### src/rtl/vhde_pkg.sv
// ----------------------------------------------------------------------------
// vhde_pkg
// Shared types and constants of the video DMA descriptor engine.
// ----------------------------------------------------------------------------
package vhde_pkg;

  // Bus command codes
  localparam logic [2:0] CMD_SRC_HI = 3'd0;
  localparam logic [2:0] CMD_SRC_LO = 3'd1;
  localparam logic [2:0] CMD_DST_HI = 3'd2;
  localparam logic [2:0] CMD_DST_LO = 3'd3;
  localparam logic [2:0] CMD_CTRL   = 3'd4;
  localparam logic [2:0] CMD_TICK   = 3'd5;
  localparam logic [2:0] CMD_OAM    = 3'd6;

  // Burst sizes and address constants
  localparam int unsigned BlockBytes = 16;
  localparam int unsigned OamBytes   = 160;
  localparam logic [15:0] SRC_MASK   = 16'hFFF0;
  localparam logic [15:0] DST_MASK   = 16'h1FF0;
  localparam logic [15:0] VRAM_BASE  = 16'h8000;
  localparam logic [15:0] OAM_BASE   = 16'hFE00;
  localparam logic [7:0]  CTRL_IDLE  = 8'hFF;
  localparam logic [11:0] BLOCK_LEN  = 12'(BlockBytes);
  localparam logic [11:0] OAM_LEN    = 12'(OamBytes);

  // Command queue between front and back end
  localparam int unsigned QDepth = 2;
  localparam int unsigned QPtrW  = (QDepth > 1) ? $clog2(QDepth) : 1;
  localparam int unsigned QCntW  = $clog2(QDepth + 1);

  // Classified operation
  typedef enum logic [2:0] {
    OP_NOP,
    OP_SRC_HI,
    OP_SRC_LO,
    OP_DST_HI,
    OP_DST_LO,
    OP_CTRL,
    OP_TICK,
    OP_OAM
  } op_e;

  typedef struct packed {
    op_e         op;
    logic [7:0]  data;
    logic [11:0] gp_len;  // general-purpose burst length, if the op is a control write
  } op_t;

endpackage

### src/rtl/vhde_front.sv
// ----------------------------------------------------------------------------
// vhde_front
// Classifies bus commands and precomputes the general-purpose burst length.
// ----------------------------------------------------------------------------
module vhde_front (
  input  logic [2:0]     command_i,
  input  logic [7:0]     write_data_i,
  output vhde_pkg::op_t  op_o
);
  import vhde_pkg::*;

  op_e op;

  // Command decode, unused code becomes a no-op
  always_comb begin
    unique case (command_i)
      CMD_SRC_HI: op = OP_SRC_HI;
      CMD_SRC_LO: op = OP_SRC_LO;
      CMD_DST_HI: op = OP_DST_HI;
      CMD_DST_LO: op = OP_DST_LO;
      CMD_CTRL:   op = OP_CTRL;
      CMD_TICK:   op = OP_TICK;
      CMD_OAM:    op = OP_OAM;
      default:    op = OP_NOP;
    endcase
  end

  // Length is (blocks + 1) * 16; at most 2048, fits 12 bits
  assign op_o.op     = op;
  assign op_o.data   = write_data_i;
  assign op_o.gp_len = {({1'b0, write_data_i[6:0]} + 8'd1), 4'b0000};

endmodule

### src/rtl/vhde_queue.sv
// ----------------------------------------------------------------------------
// vhde_queue
// Short FIFO of classified operations between front and back end.
// ----------------------------------------------------------------------------
module vhde_queue (
  input  logic           clk_i,
  input  logic           rst_ni,
  input  logic           push_valid_i,
  output logic           push_ready_o,
  input  vhde_pkg::op_t  push_data_i,
  output logic           pop_valid_o,
  input  logic           pop_ready_i,
  output vhde_pkg::op_t  pop_data_o
);
  import vhde_pkg::*;

  op_t              mem_q [QDepth];
  logic [QPtrW-1:0] wr_ptr_q, wr_ptr_d;
  logic [QPtrW-1:0] rd_ptr_q, rd_ptr_d;
  logic [QCntW-1:0] count_q, count_d;
  logic             push, pop;

  assign push_ready_o = (count_q != QCntW'(QDepth));
  assign pop_valid_o  = (count_q != '0);
  assign push         = push_valid_i && push_ready_o;
  assign pop          = pop_valid_o && pop_ready_i;
  assign pop_data_o   = mem_q[rd_ptr_q];

  // Pointer and fill count update
  always_comb begin
    wr_ptr_d = wr_ptr_q;
    rd_ptr_d = rd_ptr_q;
    count_d  = count_q;
    if (push) begin
      wr_ptr_d = (wr_ptr_q == QPtrW'(QDepth - 1)) ? '0 : wr_ptr_q + 1'b1;
    end
    if (pop) begin
      rd_ptr_d = (rd_ptr_q == QPtrW'(QDepth - 1)) ? '0 : rd_ptr_q + 1'b1;
    end
    if (push && !pop) begin
      count_d = count_q + 1'b1;
    end else if (pop && !push) begin
      count_d = count_q - 1'b1;
    end
  end

  always_ff @(posedge clk_i or negedge rst_ni) begin
    if (!rst_ni) begin
      wr_ptr_q <= '0;
      rd_ptr_q <= '0;
      count_q  <= '0;
    end else begin
      wr_ptr_q <= wr_ptr_d;
      rd_ptr_q <= rd_ptr_d;
      count_q  <= count_d;
    end
  end

  // Storage
  always_ff @(posedge clk_i) begin
    if (push) begin
      mem_q[wr_ptr_q] <= push_data_i;
    end
  end

endmodule

### src/rtl/vhde_exec.sv
// ----------------------------------------------------------------------------
// vhde_exec
// Back end: holds the DMA registers, executes one operation per cycle unless
// the output register is held, and registers the resulting descriptor.
// ----------------------------------------------------------------------------
module vhde_exec (
  input  logic           clk_i,
  input  logic           rst_ni,
  input  logic           op_valid_i,
  output logic           op_ready_o,
  input  vhde_pkg::op_t  op_i,
  output logic           out_valid_o,
  input  logic           out_ready_i,
  output logic           copy_valid_o,
  output logic [15:0]    copy_src_o,
  output logic [15:0]    copy_dst_o,
  output logic [11:0]    copy_len_o,
  output logic           hdma_active_o,
  output logic [7:0]     control_value_o
);
  import vhde_pkg::*;

  // Architectural state
  logic [7:0]  src_hi_q, src_hi_d, src_lo_q, src_lo_d;
  logic [7:0]  dst_hi_q, dst_hi_d, dst_lo_q, dst_lo_d;
  logic [7:0]  ctrl_q, ctrl_d;
  logic [15:0] run_src_q, run_src_d, run_dst_q, run_dst_d;

  // Output register
  logic        out_valid_q;
  logic        cv_q, cv_d;
  logic [15:0] csrc_q, csrc_d, cdst_q, cdst_d;
  logic [11:0] clen_q, clen_d;

  logic        fire, idle, near_end;
  logic [15:0] src_addr, dst_off, gp_src_nxt, gp_dst_nxt, tk_src_nxt, tk_dst_nxt;

  assign op_ready_o = !out_valid_q || out_ready_i;
  assign fire       = op_valid_i && op_ready_o;

  assign idle       = ctrl_q[7];
  assign src_addr   = {src_hi_q, src_lo_q} & SRC_MASK;
  assign dst_off    = {dst_hi_q, dst_lo_q} & DST_MASK;
  assign gp_src_nxt = src_addr + {4'b0, op_i.gp_len};
  assign gp_dst_nxt = dst_off + {4'b0, op_i.gp_len};
  assign tk_src_nxt = run_src_q + 16'(BlockBytes);
  assign tk_dst_nxt = run_dst_q + 16'(BlockBytes);
  // run_dst + 16 would pass 0xFFFF
  assign near_end   = &run_dst_q[15:4];

  // Operation execute
  always_comb begin
    src_hi_d  = src_hi_q;
    src_lo_d  = src_lo_q;
    dst_hi_d  = dst_hi_q;
    dst_lo_d  = dst_lo_q;
    ctrl_d    = ctrl_q;
    run_src_d = run_src_q;
    run_dst_d = run_dst_q;
    cv_d      = 1'b0;
    csrc_d    = '0;
    cdst_d    = '0;
    clen_d    = '0;
    unique case (op_i.op)
      OP_SRC_HI: src_hi_d = op_i.data;
      OP_SRC_LO: src_lo_d = op_i.data;
      OP_DST_HI: dst_hi_d = op_i.data;
      OP_DST_LO: dst_lo_d = op_i.data;
      OP_CTRL: begin
        if (idle) begin
          if (op_i.data[7]) begin
            // arm H-blank mode
            ctrl_d    = {1'b0, op_i.data[6:0]};
            run_src_d = src_addr;
            run_dst_d = dst_off;
          end else begin
            // general-purpose burst
            cv_d     = 1'b1;
            csrc_d   = src_addr;
            cdst_d   = VRAM_BASE + dst_off;
            clen_d   = op_i.gp_len;
            src_hi_d = gp_src_nxt[15:8];
            src_lo_d = gp_src_nxt[7:0];
            dst_hi_d = gp_dst_nxt[15:8];
            dst_lo_d = gp_dst_nxt[7:0];
            ctrl_d   = CTRL_IDLE;
          end
        end else if (!op_i.data[7]) begin
          // cancel armed transfer
          ctrl_d = ctrl_q | 8'h80;
        end
      end
      OP_TICK: begin
        if (!idle) begin
          if (near_end) begin
            ctrl_d = ctrl_q | 8'h80;
          end else begin
            cv_d      = 1'b1;
            csrc_d    = run_src_q;
            cdst_d    = VRAM_BASE + run_dst_q;
            clen_d    = BLOCK_LEN;
            run_src_d = tk_src_nxt;
            run_dst_d = tk_dst_nxt;
            src_hi_d  = tk_src_nxt[15:8];
            src_lo_d  = tk_src_nxt[7:0];
            dst_hi_d  = tk_dst_nxt[15:8];
            dst_lo_d  = tk_dst_nxt[7:0];
            ctrl_d    = ctrl_q - 8'd1;
          end
        end
      end
      OP_OAM: begin
        cv_d   = 1'b1;
        csrc_d = {op_i.data, 8'h00};
        cdst_d = OAM_BASE;
        clen_d = OAM_LEN;
      end
      default: ;
    endcase
  end

  // State and output valid
  always_ff @(posedge clk_i or negedge rst_ni) begin
    if (!rst_ni) begin
      src_hi_q    <= '0;
      src_lo_q    <= '0;
      dst_hi_q    <= '0;
      dst_lo_q    <= '0;
      ctrl_q      <= CTRL_IDLE;
      run_src_q   <= '0;
      run_dst_q   <= '0;
      out_valid_q <= 1'b0;
    end else begin
      if (fire) begin
        src_hi_q  <= src_hi_d;
        src_lo_q  <= src_lo_d;
        dst_hi_q  <= dst_hi_d;
        dst_lo_q  <= dst_lo_d;
        ctrl_q    <= ctrl_d;
        run_src_q <= run_src_d;
        run_dst_q <= run_dst_d;
      end
      if (fire) begin
        out_valid_q <= 1'b1;
      end else if (out_ready_i) begin
        out_valid_q <= 1'b0;
      end
    end
  end

  // Result payload, control value taken after the update
  logic [7:0] cval_q;
  always_ff @(posedge clk_i) begin
    if (fire) begin
      cv_q   <= cv_d;
      csrc_q <= csrc_d;
      cdst_q <= cdst_d;
      clen_q <= clen_d;
      cval_q <= ctrl_d;
    end
  end

  assign out_valid_o     = out_valid_q;
  assign copy_valid_o    = cv_q;
  assign copy_src_o      = csrc_q;
  assign copy_dst_o      = cdst_q;
  assign copy_len_o      = clen_q;
  assign control_value_o = cval_q;
  assign hdma_active_o   = !cval_q[7];

endmodule

### src/rtl/vram_hdma_descriptor_engine_unit.sv
// ----------------------------------------------------------------------------
// vram_hdma_descriptor_engine_unit
// Video DMA register block emitting copy descriptors for VRAM and OAM DMA.
// ----------------------------------------------------------------------------
// Takes one bus command per cycle while in_ready_o is high (byte register
// write, control write, H-blank tick or OAM trigger) and returns one result
// per command: an optional copy descriptor plus the updated control
// register. A command is classified on entry and parked in a two-entry
// queue; the back end executes one queued command per cycle into an output
// register, so each result passes through the queue and the output register.
// Results leave at a sustained one per cycle while out_ready_i is held high.
module vram_hdma_descriptor_engine_unit (
  input  logic        clk_i,
  input  logic        rst_ni,
  input  logic        in_valid_i,
  output logic        in_ready_o,
  input  logic [2:0]  command_i,
  input  logic [7:0]  write_data_i,
  output logic        out_valid_o,
  input  logic        out_ready_i,
  output logic        copy_valid_o,
  output logic [15:0] copy_src_o,
  output logic [15:0] copy_dst_o,
  output logic [11:0] copy_len_o,
  output logic        hdma_active_o,
  output logic [7:0]  control_value_o
);
  import vhde_pkg::*;

  op_t  front_op, q_op;
  logic q_valid, q_ready;

  // Front end: classify
  vhde_front u_front (
    .command_i    (command_i),
    .write_data_i (write_data_i),
    .op_o         (front_op)
  );

  // Decoupling queue
  vhde_queue u_queue (
    .clk_i        (clk_i),
    .rst_ni       (rst_ni),
    .push_valid_i (in_valid_i),
    .push_ready_o (in_ready_o),
    .push_data_i  (front_op),
    .pop_valid_o  (q_valid),
    .pop_ready_i  (q_ready),
    .pop_data_o   (q_op)
  );

  // Back end: execute
  vhde_exec u_exec (
    .clk_i           (clk_i),
    .rst_ni          (rst_ni),
    .op_valid_i      (q_valid),
    .op_ready_o      (q_ready),
    .op_i            (q_op),
    .out_valid_o     (out_valid_o),
    .out_ready_i     (out_ready_i),
    .copy_valid_o    (copy_valid_o),
    .copy_src_o      (copy_src_o),
    .copy_dst_o      (copy_dst_o),
    .copy_len_o      (copy_len_o),
    .hdma_active_o   (hdma_active_o),
    .control_value_o (control_value_o)
  );

`ifndef SYNTH
  // No descriptor means all descriptor fields are zero
  a_idle_fields_zero: assert property (@(posedge clk_i) disable iff (!rst_ni)
    out_valid_o && !copy_valid_o |->
      copy_src_o == 16'h0 && copy_dst_o == 16'h0 && copy_len_o == 12'h0)
    else $error("descriptor fields set without a burst");

  // Every burst length is a whole number of blocks, never empty nor over 2 KiB
  a_len_range: assert property (@(posedge clk_i) disable iff (!rst_ni)
    out_valid_o && copy_valid_o |->
      copy_len_o != 12'h0 && copy_len_o <= 12'd2048 && copy_len_o[3:0] == 4'h0)
    else $error("burst length out of range");

  // Active flag mirrors the idle bit of the control register
  a_active_flag: assert property (@(posedge clk_i) disable iff (!rst_ni)
    out_valid_o |-> hdma_active_o == !control_value_o[7])
    else $error("active flag disagrees with control register");

  // An OAM burst always targets OAM with its fixed length
  a_oam_burst: assert property (@(posedge clk_i) disable iff (!rst_ni)
    out_valid_o && copy_valid_o && copy_dst_o == OAM_BASE |->
      copy_len_o == OAM_LEN && copy_src_o[7:0] == 8'h00)
    else $error("malformed OAM burst");
`endif

endmodule
### config.mk
export PLATFORM = sky130hd
export DESIGN_NAME = vram_hdma_descriptor_engine_unit
export DESIGN_NICKNAME = d
export VERILOG_FILES = /design/src/rtl/vhde_pkg.sv /design/src/rtl/vhde_front.sv /design/src/rtl/vhde_queue.sv /design/src/rtl/vhde_exec.sv /design/src/rtl/vram_hdma_descriptor_engine_unit.sv
export SDC_FILE = /design/constraint.sdc
export NUM_CORES = 1
export LEC_CHECK = 0
export BUFFER_PORTS_ARGS = -buffer_cell sky130_fd_sc_hd__buf_2
export CORE_ASPECT_RATIO = 1.2
export CORE_MARGIN = 5
export CORE_UTILIZATION = 62
export CTS_BUF_LIST = sky130_fd_sc_hd__clkbuf_8
export CTS_CLUSTER_DIAMETER = 40
export DETAILED_ROUTE_END_ITERATION = 10
export PLACE_DENSITY = 0.82
export SYNTH_ARGS = -nofsm -noshare
export SYNTH_HDL_FRONTEND = slang
export SYNTH_HIERARCHICAL = 1
export SYNTH_SLANG_ARGS = --single-unit
### constraint.sdc
create_clock -name clk_i -period 3.2 [get_ports clk_i]
set_clock_uncertainty 0.05 [all_clocks]
set_input_delay 0.16 -clock clk_i [delete_from_list [all_inputs] [get_ports clk_i]]
set_output_delay 0.16 -clock clk_i [all_outputs]
set_load 0.05 [all_outputs]
**After elaboration in Yosys (flattened, before gate mapping)**

Memory sizes are Yosys's and may differ from the RTL's.
Index checks and enable logic that the tools add are counted.

- Flip-flop bits (word level): 127
- Bits in writable memories: 38
- Output and inout port bits: 56
- Logic and storage cells: 137
- Memories kept: 1

- $add $sub $neg: 12
- Equality and inequality tests: 19
- Multiplexer cells: 65
- Reduce and logical (&&, ||, !) cells: 24

Memories:

| name | words | width | read ports | clocked after Yosys merged registers in | wr ports | RTL line | RTL |
|---|---|---|---|---|---|---|---|
| u_queue.mem_q | 2 | 19 | 1 | 0 | 1 | vhde_queue.sv:17 | `op_t mem_q [QDepth];` |

Operator list:

| cell | count |
|---|---|
| 2-to-1 mux 16 bit | 16 |
| 2-to-1 mux 8 bit | 17 |
| case mux 16 bit (3 select lines) | 2 |
| case mux 8 bit (3 select lines) | 3 |
| case mux 16 bit (2 select lines) | 2 |
| 2-to-1 mux 12 bit | 3 |
| case mux 12 bit (3 select lines) | 1 |
| adder 16 x 5 -> 16 bit (second input constant) | 2 |
| AND reduction 6 bit | 5 |
| 2-to-1 mux 5 bit | 5 |
| == test 3 bit (second input constant) | 7 |
| case mux 3 bit (7 select lines) | 1 |
| adder 16 x 12 -> 16 bit | 1 |
| adder 16 x 13 -> 16 bit (first input constant) | 1 |
| adder 16 bit (first input constant) | 1 |
| case mux 8 bit (2 select lines) | 1 |
| case mux 5 bit (3 select lines) | 1 |
| adder 13 x 12 -> 13 bit | 1 |
| == test 3 x 2 -> 1 bit (second input constant) | 4 |
| AND reduction 12 bit | 1 |
| nonzero test 3 bit | 4 |
| 2-to-1 mux 1 bit | 10 |
| adder 7 x 1 -> 8 bit (second input constant) | 1 |
| != test 2 bit (second input constant) | 4 |
| other kinds (13) | 26 |

**Depth between registers and ports, before layout**

Gate-level depths: netlist of run 1.

- Depth after elaboration: 6
- Mapped depth: 12

**By module**

Netlist of run 1, hierarchy kept.

By module, submodules not included:

| module | times used | cells each | area each (um2) |
|---|---|---|---|
| vhde_exec | 1 | 671 | 6179.7 |
| vhde_queue | 1 | 90 | 1959.4 |
| vhde_front | 1 | 32 | 225.2 |

**Worst setup path after synthesis of run 1**

OpenSTA, ideal clock, no wires.

- Kind: register to register
- From: register u_queue.rd_ptr_q
- To: register u_exec.src_hi_q[6]
- Library setup time: 0.121 ns
- Arrival time: 2.686 ns
- Required time: 3.029 ns
- Setup slack: 0.343 ns
- Stages on the path, launching flop included: 12
- Buffers on the path: 2
- Period minus slack after synthesis: 2.857 ns
- Cell sequence: dfrtp_1 -> buf_6 -> buf_12 -> mux2_4 -> ha_1 -> fa_1 -> a21oi_1 -> o211ai_1 -> o41ai_1 -> or4_1 -> o211ai_1 -> a22o_1

RTL lines:

| item | RTL line | RTL |
|---|---|---|
| start: declaration | vhde_queue.sv:19 | `logic [QPtrW-1:0] rd_ptr_q, rd_ptr_d;` |
| start signal: assignment | vhde_queue.sv:54 | `rd_ptr_q <= rd_ptr_d;` |
| end signal: assignment | vhde_exec.sv:135 | `src_hi_q <= src_hi_d;` |
| end: declaration | vhde_exec.sv:24 | `logic [7:0] src_hi_q, src_hi_d, src_lo_q, src_lo_d;` |

==> summary.md, run 1 <==
| Metric | Value |
|---|---|
| Slew headroom | `0.289` |
| Max FO, Critical Path | `10` |
| #FFs+latches synth | `150` |
| Post-synthesis cell type count | `74` |
| H-Tree Depth | `4` |
| Vias in the first global route | `6249` |
| Leakage | `3.75 nW` |
| CP arrival | `3.14 ns` |
| Wire per inst | `20.2 um` |
| Sink Count | `150` |
| CTS Buffer Depth | `2` |
| Initial Util | `0.632` |
| Post-synthesis sequential area ratio | `0.505` |
| Share of layout cells above drive strength 1 | `0.201` |
| Fin crit period | `2.83 ns` |
| Drt first pass iters | `7` |
| Power density cells | `approximately 1200 nW/um2` |
| Die height | `roughly 140 um` |
| R2R setup slack | `0.37 ns` |
| EDFF count, synth | `92` |
| Syn Area/Cell | `10.5 um2` |
| Slew Viols, Final | `0` |
| Metal-1 WL | `around 8000 um` |
| Syn. warnings | `6` |
| DIE AREA | `around 16000 um2` |
| First-pass GRT wire length | `33200 um` |
| All-Layer GR Usage | `0.274` |
| Hold WC Path Type | `input port to async pin` |
| CTS tree | `built` |
| Status | `completed` |
| Ys flop type | `edfxtp_1` |
| Vias | `roughly 6600` |
| Antenna violations before repair | `0` |
| Nets | `892` |
| Cell taking the most area after synthesis | `edfxtp_1` |
| Met3 routed WL | `1890 um` |
| Final Cell Area | `9250 um2` |
| Critical path required time | `3.51 ns` |
| Worst IR drop on VDD | `691 uV` |
| I/O Pins | `71` |
| Starting DRT DRC Count | `roughly 800` |
| DRC errors left | `0` |
| Setup CP Type | `flop to flop` |
| Final hold viol count | `0` |
| Number of post-CTS setup repair buffers | `0` |
| Met2 wire len | `10100 um` |
| Reg clk slew, reported paths | `about 0.09 ns` |
| Async set-reset flop share out of synthesis | `0.387` |
| Worst skew pair latency | `between 0.4 and 0.5 ns` |
| Critical path startpoint category | `flop` |
| Final ANT Viol Nets | `0` |
| Share of the synthesized area in the top cell type | `0.330` |
| Die W | `between 100 and 150 um` |
| Clock buffers created by TritonCTS | `17` |
| GRT overflow | `0` |
| Cell Area, Synth | `~8400 um2` |
| Final setup vio count | `0` |
| Slew @ Worst Pin | `between 1 and 1.5 ns` |
| Placed cells | `989` |
| Setup TNS | `0 ns` |
| Post-DP HPWL | `14700 um` |
| Syn Inst Count | `793` |
| DR top layer | `met4` |
| Largest net degree at the start of global routing | `41` |
| GP Congestion | `0.961` |
| Core area | `13200 um2` |
| # fillers | `1005` |
| Non-Filler Instances | `1035` |
| Fmax | `around 350 MHz` |
| Antenna cells | `0` |
| Tcrit/Tclk final | `0.885` |
| CTS root buf | `clkbuf_8` |
| Port Buffers | `70` |
| DP Area | `8710 um2` |
| Layout Area Growth over Synthesis | `10.5%` |
| Max cap viols | `0` |
| Setup crit end kind | `flop` |
| Rows | `46` |
| Vias per cell | `6.38` |
| Final WL | `21000 um` |
| Synth area leaders | `edfxtp_1 33%, dfrtp_1 15%, nand2_1 3.8%` |
| Unrepaired setup endpoints after global routing | `false` |
==> registers in the layout (all words and copies together) (netlist names) <==
| signal | cells |
|---|---|
| u_exec/control_value_o | 8 |
| u_exec/copy_dst_o | 12 |
| u_exec/copy_len_o | 12 |
| u_exec/copy_src_o | 13 |
| u_exec/copy_valid_o | 1 |
| u_exec/ctrl_q | 8 |
| u_exec/dst_hi_q | 5 |
| u_exec/dst_lo_q | 4 |
| u_exec/out_valid_o | 1 |
| u_exec/run_dst_q | 12 |
| u_exec/run_src_q | 12 |
| u_exec/src_hi_q | 8 |
| u_exec/src_lo_q | 4 |
| u_queue/count_q | 2 |
| u_queue/mem_q | 46 |
| u_queue/rd_ptr_q | 1 |
| u_queue/wr_ptr_q | 1 |
==> cells in the final DEF, fill, tap and decap left out, drive strengths merged, types with 12 or more instances in the layout <==
master       count
edfxtp          92
buf             89
nand2           87
a21oi           62
dfrtp           50
o21ai           50
nor2            47
nand3           35
inv             34
mux2            26
ha              21
xor2            18
xnor2           18
clkbuf          17
dlygate4sd3     14
nor3            13
a31oi           12
==> cells by family (layout without fill, tap and decap cells) <==
family,after synthesis,after routing,share of synthesized area
fa+ha+maj,23,23,0.0362
mux,26,26,0.0440
xor+xnor,36,36,0.0377
buf+inv,94,165,0.0603
compound gates,214,214,0.169
other cells,2,5,0.000898
simple gates,248,248,0.147
flops,150,150,0.505
==> what timing repair did <==
action / CTS / global route
setup endpoints to repair: 0 / 1
endpoints found under the hold margin: 50 / 0
gates resized for setup: 0 / 1
hold buffers: 14 / 0
==> final timing paths <==
path,cells after the start,endpoint,start
min in group clk_i,2,u_queue/mem_q[1][19],write_data_i[7]
worst max-delay path,9,u_exec/dst_hi_q[3],u_queue/rd_ptr_q
max in group asynchronous,3,u_queue/count_q[1],rst_ni
worst min register to register,1,u_queue/count_q[1],u_queue/count_q[1]
worst max register to register,9,u_exec/dst_hi_q[3],u_queue/rd_ptr_q
worst min-delay path,2,u_exec/run_dst_q[14],rst_ni
==> final cells by class <==
type / instances / area [um2] / share of cell area
well taps: 168 / 210 / 0.0227
flip-flops and latches: 150 / 4220 / 0.457
inverters: 30 / 113 / 0.0122
repair buffers: 103 / 646 / 0.0698
clock buffers: 17 / 234 / 0.0253
multi-input cells: 552 / 3660 / 0.396
clock inverters: 15 / 155 / 0.0168
==> where the power goes <==
| part | leakage [nW] | total, mW | internal, mW | switching [mW] |
|---|---|---|---|---|
| Sequential | 1.57 | 3.66 | 2.98 | 0.682 |
| Clock | 0.188 | 1.46 | 0.694 | 0.763 |
| Combinational | 1.99 | 5.58 | 1.89 | 3.69 |
==> critical path: stages (launching register included) <==
cell,delay (ns)
dfrtp_1,0.47
buf_4,0.26
mux2_2,0.41
ha_1,0.38
nand3_1,0.11
o211ai_1,0.11
o41ai_1,0.35
xor2_1,0.18
o221ai_1,0.11
mux2_1,0.29
==> per-stage QoR <==
stage	util	total power, mW	hold WS (ns)	worst slack [ns]
final	0.698	10.7	0.260	0.369
after global routing	0.698	11.3	0.298	0.191
after CTS	0.698	10.6	0.269	0.261
after detailed placement	0.658	9.14	0.228	0.284
after global placement	0.658	8.94	0.220	0.349
after floorplan	-	7.84	-0.186	0.343
==> cell usage after synthesis (9+ instances only) <==
| cell type | instances |
|---|---|
| a21oi_1 | 62 |
| a222oi_1 | 10 |
| a22o_1 | 11 |
| a31oi_1 | 10 |
| and2_1 | 11 |
| buf_2 | 14 |
| buf_4 | 21 |
| clkbuf_1 | 23 |
| dfrtp_1 | 50 |
| edfxtp_1 | 92 |
| ha_1 | 21 |
| inv_1 | 30 |
| mux2_4 | 20 |
| nand2_1 | 85 |
| nand3_1 | 33 |
| nor2_1 | 42 |
| nor3_1 | 13 |
| o21ai_0 | 40 |
| o21ai_1 | 10 |
| o22ai_1 | 11 |
| or3_1 | 9 |
| xnor2_1 | 18 |
| xor2_1 | 18 |
==> routing by layer <==
layer  track usage  up-vias
met2         0.440      355
met1         0.358     3167
met5             0        -
met4         0.128        0
met3        0.0571       60
li1              -     3021
No activity file was read; power rests on OpenSTA's default activity.
==> run 2: changes to the inputs <==
--- a/config.mk
+++ b/config.mk
@@ -12,7 +12,7 @@
 export CTS_BUF_LIST = sky130_fd_sc_hd__clkbuf_8
 export CTS_CLUSTER_DIAMETER = 40
 export DETAILED_ROUTE_END_ITERATION = 10
-export PLACE_DENSITY = 0.82
+export PLACE_DENSITY_LB_ADDON = 0.1
 export SYNTH_ARGS = -nofsm -noshare
 export SYNTH_HDL_FRONTEND = slang
 export SYNTH_HIERARCHICAL = 1
==> summary.md, run 2 (synthesized netlist as in run 1, its figures left out) <==
| Metric | Value |
|---|---|
| Status | `completed` |
| CP arrival | `3.26 ns` |
| Critical path startpoint category | `flop` |
| GP Congestion | `0.934` |
| Slew headroom | `0.300` |
| Int Power | `5.63 mW` |
| Commonest non-fill, non-tap cell in the layout | `edfxtp_1` |
| Final ANT Viol Nets | `0` |
| Port Buffers | `70` |
| Vias in the first global route | `about 6300` |
| Clock group share of total power | `0.142` |
| Crit-path slowest cell | `dfrtp_1` |
| Most frequent cells in the layout | `92 x edfxtp_1, 85 x nand2_1, 70 x buf_2` |
| Final WL | `21400 um` |
| Post-DP HPWL | `15000 um` |
| Share of layout cells above drive strength 1 | `0.204` |
| Rows | `46` |
| DIE AREA | `15900 um2` |
| Critical Path Max Stage Delay | `0.50 ns` |
| Initial Util | `0.632` |
| Number of post-CTS setup repair buffers | `0` |
| Multi-input gate area | `between 3000 and 4000 um2` |
| Unrepaired setup endpoints after global routing | `false` |
| Final worst slack | `0.231 ns` |
| Critical path required time | `3.50 ns` |
| Place WS | `0.0756 ns` |
| DP Area | `8720 um2` |
| Largest net degree at the start of global routing | `just over 40` |
| Hold WC Path Type | `input port to async pin` |
| Crit path cell chain | `buf_4 > mux2_4 > ha_1 > nand3_1 > o211ai_1 > o41ai_1 > xor2_1 > o221ai_1 > mux2_1` |
| Core area | `around 13000 um2` |
| CTS Buffer Depth | `2` |
| H-Tree Depth | `4` |
| Antenna cells | `0` |
| Setup TNS | `0 ns` |
| Tcrit/Tclk final | `0.928` |
| Clock buffers created by TritonCTS | `17` |
| Drt first pass iters | `7` |
| Antenna violations before repair | `0` |
| Max cap viols | `0` |
| DRC errors left | `0` |
| Placed cells | `990` |
| Reg clk slew, reported paths | `0.09 ns` |
| Slew @ Worst Pin | `1.05 ns` |
| Comb pwr share | `0.520` |
| FF/Latch Area | `4220 um2` |
| Final hold viol count | `0` |
| Max FFs per register | `46` |
| Final setup vio count | `0` |
| Wire per inst | `20.6 um` |
| CTS tree | `built` |
| Delay-heaviest family, CP | `compound AO/OA/AOI/OAI gates` |
| CP bufs+invs | `1` |
| Final Hold Slack | `0.259 ns` |
| CTS root buf | `clkbuf_8` |
| Starting DRT DRC Count | `a little under 700` |
| All-Layer GR Usage | `0.278` |
| Non-Filler Instances | `1036` |
| Power density cells | `between 1000 and 1500 nW/um2` |
| Leakage | `between 3 and 4 nW` |
| Pwr Total | `10.8 mW` |
| GRT overflow | `0` |
| Net Sw Frac | `0.480` |
| First-pass GRT wire length | `about 34000 um` |
| Fmax | `approximately 340 MHz` |
| Die height | `137 um` |
| Slew Viols, Final | `0` |
| Seq pwr share | `0.338` |
| Layout Area Growth over Synthesis | `10.9%` |
| Nets | `893` |
| Largest reg by FF count | `u_queue/mem_q` |
| # fillers | `986` |
| Worst IR drop on VDD | `791 uV` |
| Setup CP Type | `flop to flop` |
| I/O Pins | `71` |
| Sink Count | `150` |
| Psw | `~5.2 mW` |
| Max FO, Critical Path | `9` |
| Fin crit period | `approximately 3.0 ns` |
| Finished Core Util | `0.701` |
| Final Cell Area | `9280 um2` |
| Vias per cell | `6.28` |
| Die W | `116 um` |
| Worst skew pair latency | `0.46 ns` |
| Vias | `between 6000 and 7000` |
| Setup crit end kind | `flop` |
==> run 2: cell count changes in the layout (fill, tap and decap cells not counted) <==
cell        previous run  this run
inv_6                  3         9
clkinvlp_4             4         0
clkinv_4               3         0
inv_8                  0         3
buf_4                 18        19
clkinv_1               1         0
inv_1                 30        29
==> run 2: final timing paths <==
path | startpoint | depth (start not counted) | slack [ns] | end
setup / recovery | u_queue/rd_ptr_q | 9 | 0.23 | u_exec/dst_hi_q[3]
hold / removal | rst_ni | 2 | 0.26 | u_exec/run_dst_q[6]
setup reg to reg | u_queue/rd_ptr_q | 9 | 0.23 | u_exec/dst_hi_q[3]
hold reg to reg | u_queue/count_q[1] | 1 | 0.47 | u_queue/count_q[1]
max in group asynchronous | rst_ni | 3 | 1.91 | u_exec/src_hi_q[3]
min in group clk_i | write_data_i[7] | 2 | 0.40 | u_queue/mem_q[0][19]
==> run 2: cell type report <==
type / instances / area share
well taps: 168 / 0.0227
flip-flops and latches: 150 / 0.455
multi-input cells: 552 / 0.395
inverters: 30 / 0.0121
repair buffers: 104 / 0.0704
clock buffers: 17 / 0.0252
clock inverters: 15 / 0.0192
==> run 2: timing repair <==
action,4_1_cts,5_1_grt
hold buffers,14,0
gates resized for setup,0,1
endpoints found under the hold margin,48,0
setup endpoints to repair,0,2
==> run 2: layer usage <==
layer  vias to the layer above  track usage  part of all wire
met5                         -            0                 0
met4                         0        0.110             0.030
met3                        48       0.0501             0.078
met2                       322        0.469              0.50
met1                      3109        0.357              0.40
li1                       3022            -                 -
==> run 2: power groups by stage <==
stage          clock [mW]  sequential, mW  combinational, mW
6_report             1.54            3.66               5.62
5_1_grt              1.65            3.73               6.07
4_1_cts              1.56            3.64               5.57
3_5_place_dp            0            3.68               5.53
3_3_place_gp            0            3.63               5.41
2_1_floorplan           0            4.34               3.50
==> run 3: changes to the inputs <==
--- a/config.mk
+++ b/config.mk
@@ -5,7 +5,7 @@
 export SDC_FILE = /design/constraint.sdc
 export NUM_CORES = 1
 export LEC_CHECK = 0
-export BUFFER_PORTS_ARGS = -buffer_cell sky130_fd_sc_hd__buf_2
+export BUFFER_PORTS_ARGS = -buffer_cell sky130_fd_sc_hd__buf_4
 export CORE_ASPECT_RATIO = 1.2
 export CORE_MARGIN = 5
 export CORE_UTILIZATION = 62
==> summary.md, run 3 (synthesized netlist as in run 1, its figures left out) <==
| Metric | Value |
|---|---|
| Status | `completed` |
| All-Layer GR Usage | `0.273` |
| Psw | `5.19 mW` |
| Max FO, Critical Path | `6` |
| First-pass GRT wire length | `32800 um` |
| Most frequent cells in the layout | `93 x buf_4, 92 x edfxtp_1, 85 x nand2_1` |
| Antenna cells | `0` |
| Post-DP HPWL | `14700 um` |
| Crit-path slowest cell | `dfrtp_1` |
| Starting DRT DRC Count | `around 760` |
| Vias per cell | `about 6.3` |
| Core area | `13200 um2` |
| Initial Util | `0.632` |
| Nets | `between 800 and 900` |
| Worst skew pair latency | `0.46 ns` |
| Die W | `116 um` |
| Commonest non-fill, non-tap cell in the layout | `buf_4` |
| CTS Buffer Depth | `2` |
| Largest reg by FF count | `u_queue/mem_q` |
| Max cap viols | `0` |
| Final ANT Viol Nets | `0` |
| Most frequent CP cell | `buf_4` |
| Leakage | `approximately 3.8 nW` |
| Max FFs per register | `46` |
| CP arrival | `3.20 ns` |
| Reg2Reg Depth | `11` |
| Non-Filler Instances | `1040` |
| Largest net degree at the start of global routing | `59` |
| Layout Area Growth over Synthesis | `12.9%` |
| DP Area | `8920 um2` |
| Final hold viol count | `0` |
| Fmax | `about 350 MHz` |
| H-Tree Depth | `4` |
| Final Cell Area | `between 9000 and 10000 um2` |
| Power density cells | `between 1000 and 1500 nW/um2` |
| Tcrit/Tclk final | `0.893` |
| # fillers | `982` |
| Critical path required time | `~3.6 ns` |
| Critical path startpoint category | `flop` |
| Crit path from | `u_queue/rd_ptr_q` |
| Crit path cell chain | `buf_4 > buf_4 > mux2_4 > ha_1 > inv_1 > o21ai_0 > o41ai_1 > buf_4 > or4_1 > o211ai_1 > a22o_1` |
| Unrepaired setup endpoints after global routing | `false` |
| CTS root buf | `clkbuf_8` |
| Share of layout cells above drive strength 1 | `0.206` |
| Slew Viols, Final | `0` |
| Reg2reg start | `u_queue/rd_ptr_q` |
| Placed cells | `994` |
| Vias | `6524` |
| DRC errors left | `0` |
| Setup CP Type | `flop to flop` |
| Worst IR drop on VDD | `593 uV` |
| Die height | `137 um` |
| Final Hold Slack | `0.277 ns` |
| I/O Pins | `71` |
| CTS tree | `built` |
| Sink Count | `150` |
| Rows | `46` |
| Drt first pass iters | `7` |
| Net Sw Frac | `0.475` |
| Slew headroom | `0.276` |
| CP bufs+invs | `4` |
| Clock buffers created by TritonCTS | `17` |
| GRT overflow | `0` |
| Crit path depth | `11` |
| Setup crit end kind | `flop` |
| Hold WC Path Type | `input port to async pin` |
| Port Buffers | `70` |
| Fin crit period | `2.86 ns` |
| Final WL | `roughly 21000 um` |
| Clock group share of total power | `0.131` |
| Reg clk slew, reported paths | `0.09 ns` |
| Delay-heaviest family, CP | `buffers and inverters` |
| Final setup vio count | `0` |
| Comb pwr share | `0.532` |
| Wire per inst | `20.1 um` |
| Antenna violations before repair | `0` |
| GP Congestion | `0.920` |
| DIE AREA | `15900 um2` |
| Int Power | `5.74 mW` |
| Vias in the first global route | `6242` |
| Critical Path Max Stage Delay | `~0.46 ns` |
| Slew @ Worst Pin | `1.09 ns` |
| Setup TNS | `0 ns` |
| Seq pwr share | `0.337` |
-- run 3: changes by cell type in the layout (fill, tap and decap cells not counted), sizes merged --
cell,delta
clkinv,+2
clkinvlp,+3
buf,+4
inv,-4
bufinv,-1
-- run 3: power groups by stage --
stage	sequential (mW)	clock [mW]	combinational [mW]
3_3_place_gp	3.65	0	5.63
2_1_floorplan	4.34	0	3.50
3_5_place_dp	3.69	0	5.73
6_report	3.68	1.43	5.82
4_1_cts	3.65	1.45	5.77
5_1_grt	3.77	1.53	6.26
-- run 3: through the flow --
step | worst slack (ns) | util | power, mW
3_5_place_dp | 0.353 | 0.674 | 9.42
6_report | 0.343 | 0.713 | 10.9
2_1_floorplan | 0.343 | - | 7.84
5_1_grt | 0.130 | 0.713 | 11.6
3_3_place_gp | 0.385 | 0.674 | 9.28
4_1_cts | 0.346 | 0.713 | 10.9
-- run 3: final timing paths --
| path | endpoint | slack, ns |
|---|---|---|
| max | u_exec/src_hi_q[6] | 0.34 |
| min | u_exec/run_dst_q[7] | 0.28 |
| min reg2reg | u_queue/count_q[1] | 0.45 |
| max in group asynchronous | u_queue/count_q[1] | 2.30 |
| max reg2reg | u_exec/src_hi_q[6] | 0.34 |
| min in group clk_i | u_queue/mem_q[1][19] | 0.40 |
-- run 3: timing repair --
item,in CTS,in global routing
endpoints found under the hold margin,82,0
buffers inserted,0,0
gates resized for setup,0,0
hold buffers,14,0
-- run 3: worst reg2reg max path, stage by stage (launching register included) --
cell and delay (ns):
dfrtp_1 0.46, buf_4 0.20, buf_4 0.17, mux2_4 0.33, ha_1 0.38, inv_1 0.07, o21ai_0 0.18, o41ai_1 0.10
buf_4 0.15, or4_1 0.46, o211ai_1 0.11, a22o_1 0.14
-- run 3: metal layers --
metal | vias up | GRT usage | part of all wire
li1 | 3027 | - | -
met1 | 3112 | 0.350 | 0.40
met2 | 345 | 0.448 | 0.49
met3 | 40 | 0.0602 | 0.081
met4 | 0 | 0.119 | 0.029
met5 | - | 0 | 0
-- run 3: area by class of cell --
type / count / area [um2] / share of cell area
Clock buffer: 17 / 234 / 0.0248
Timing Repair Buffer: 108 / 858 / 0.0909
Clock inverter: 15 / 144 / 0.0152
Tap cell: 168 / 210 / 0.0223
Sequential cell: 150 / 4220 / 0.447
Multi-Input combinational cell: 552 / 3660 / 0.387
Inverter: 30 / 113 / 0.0119
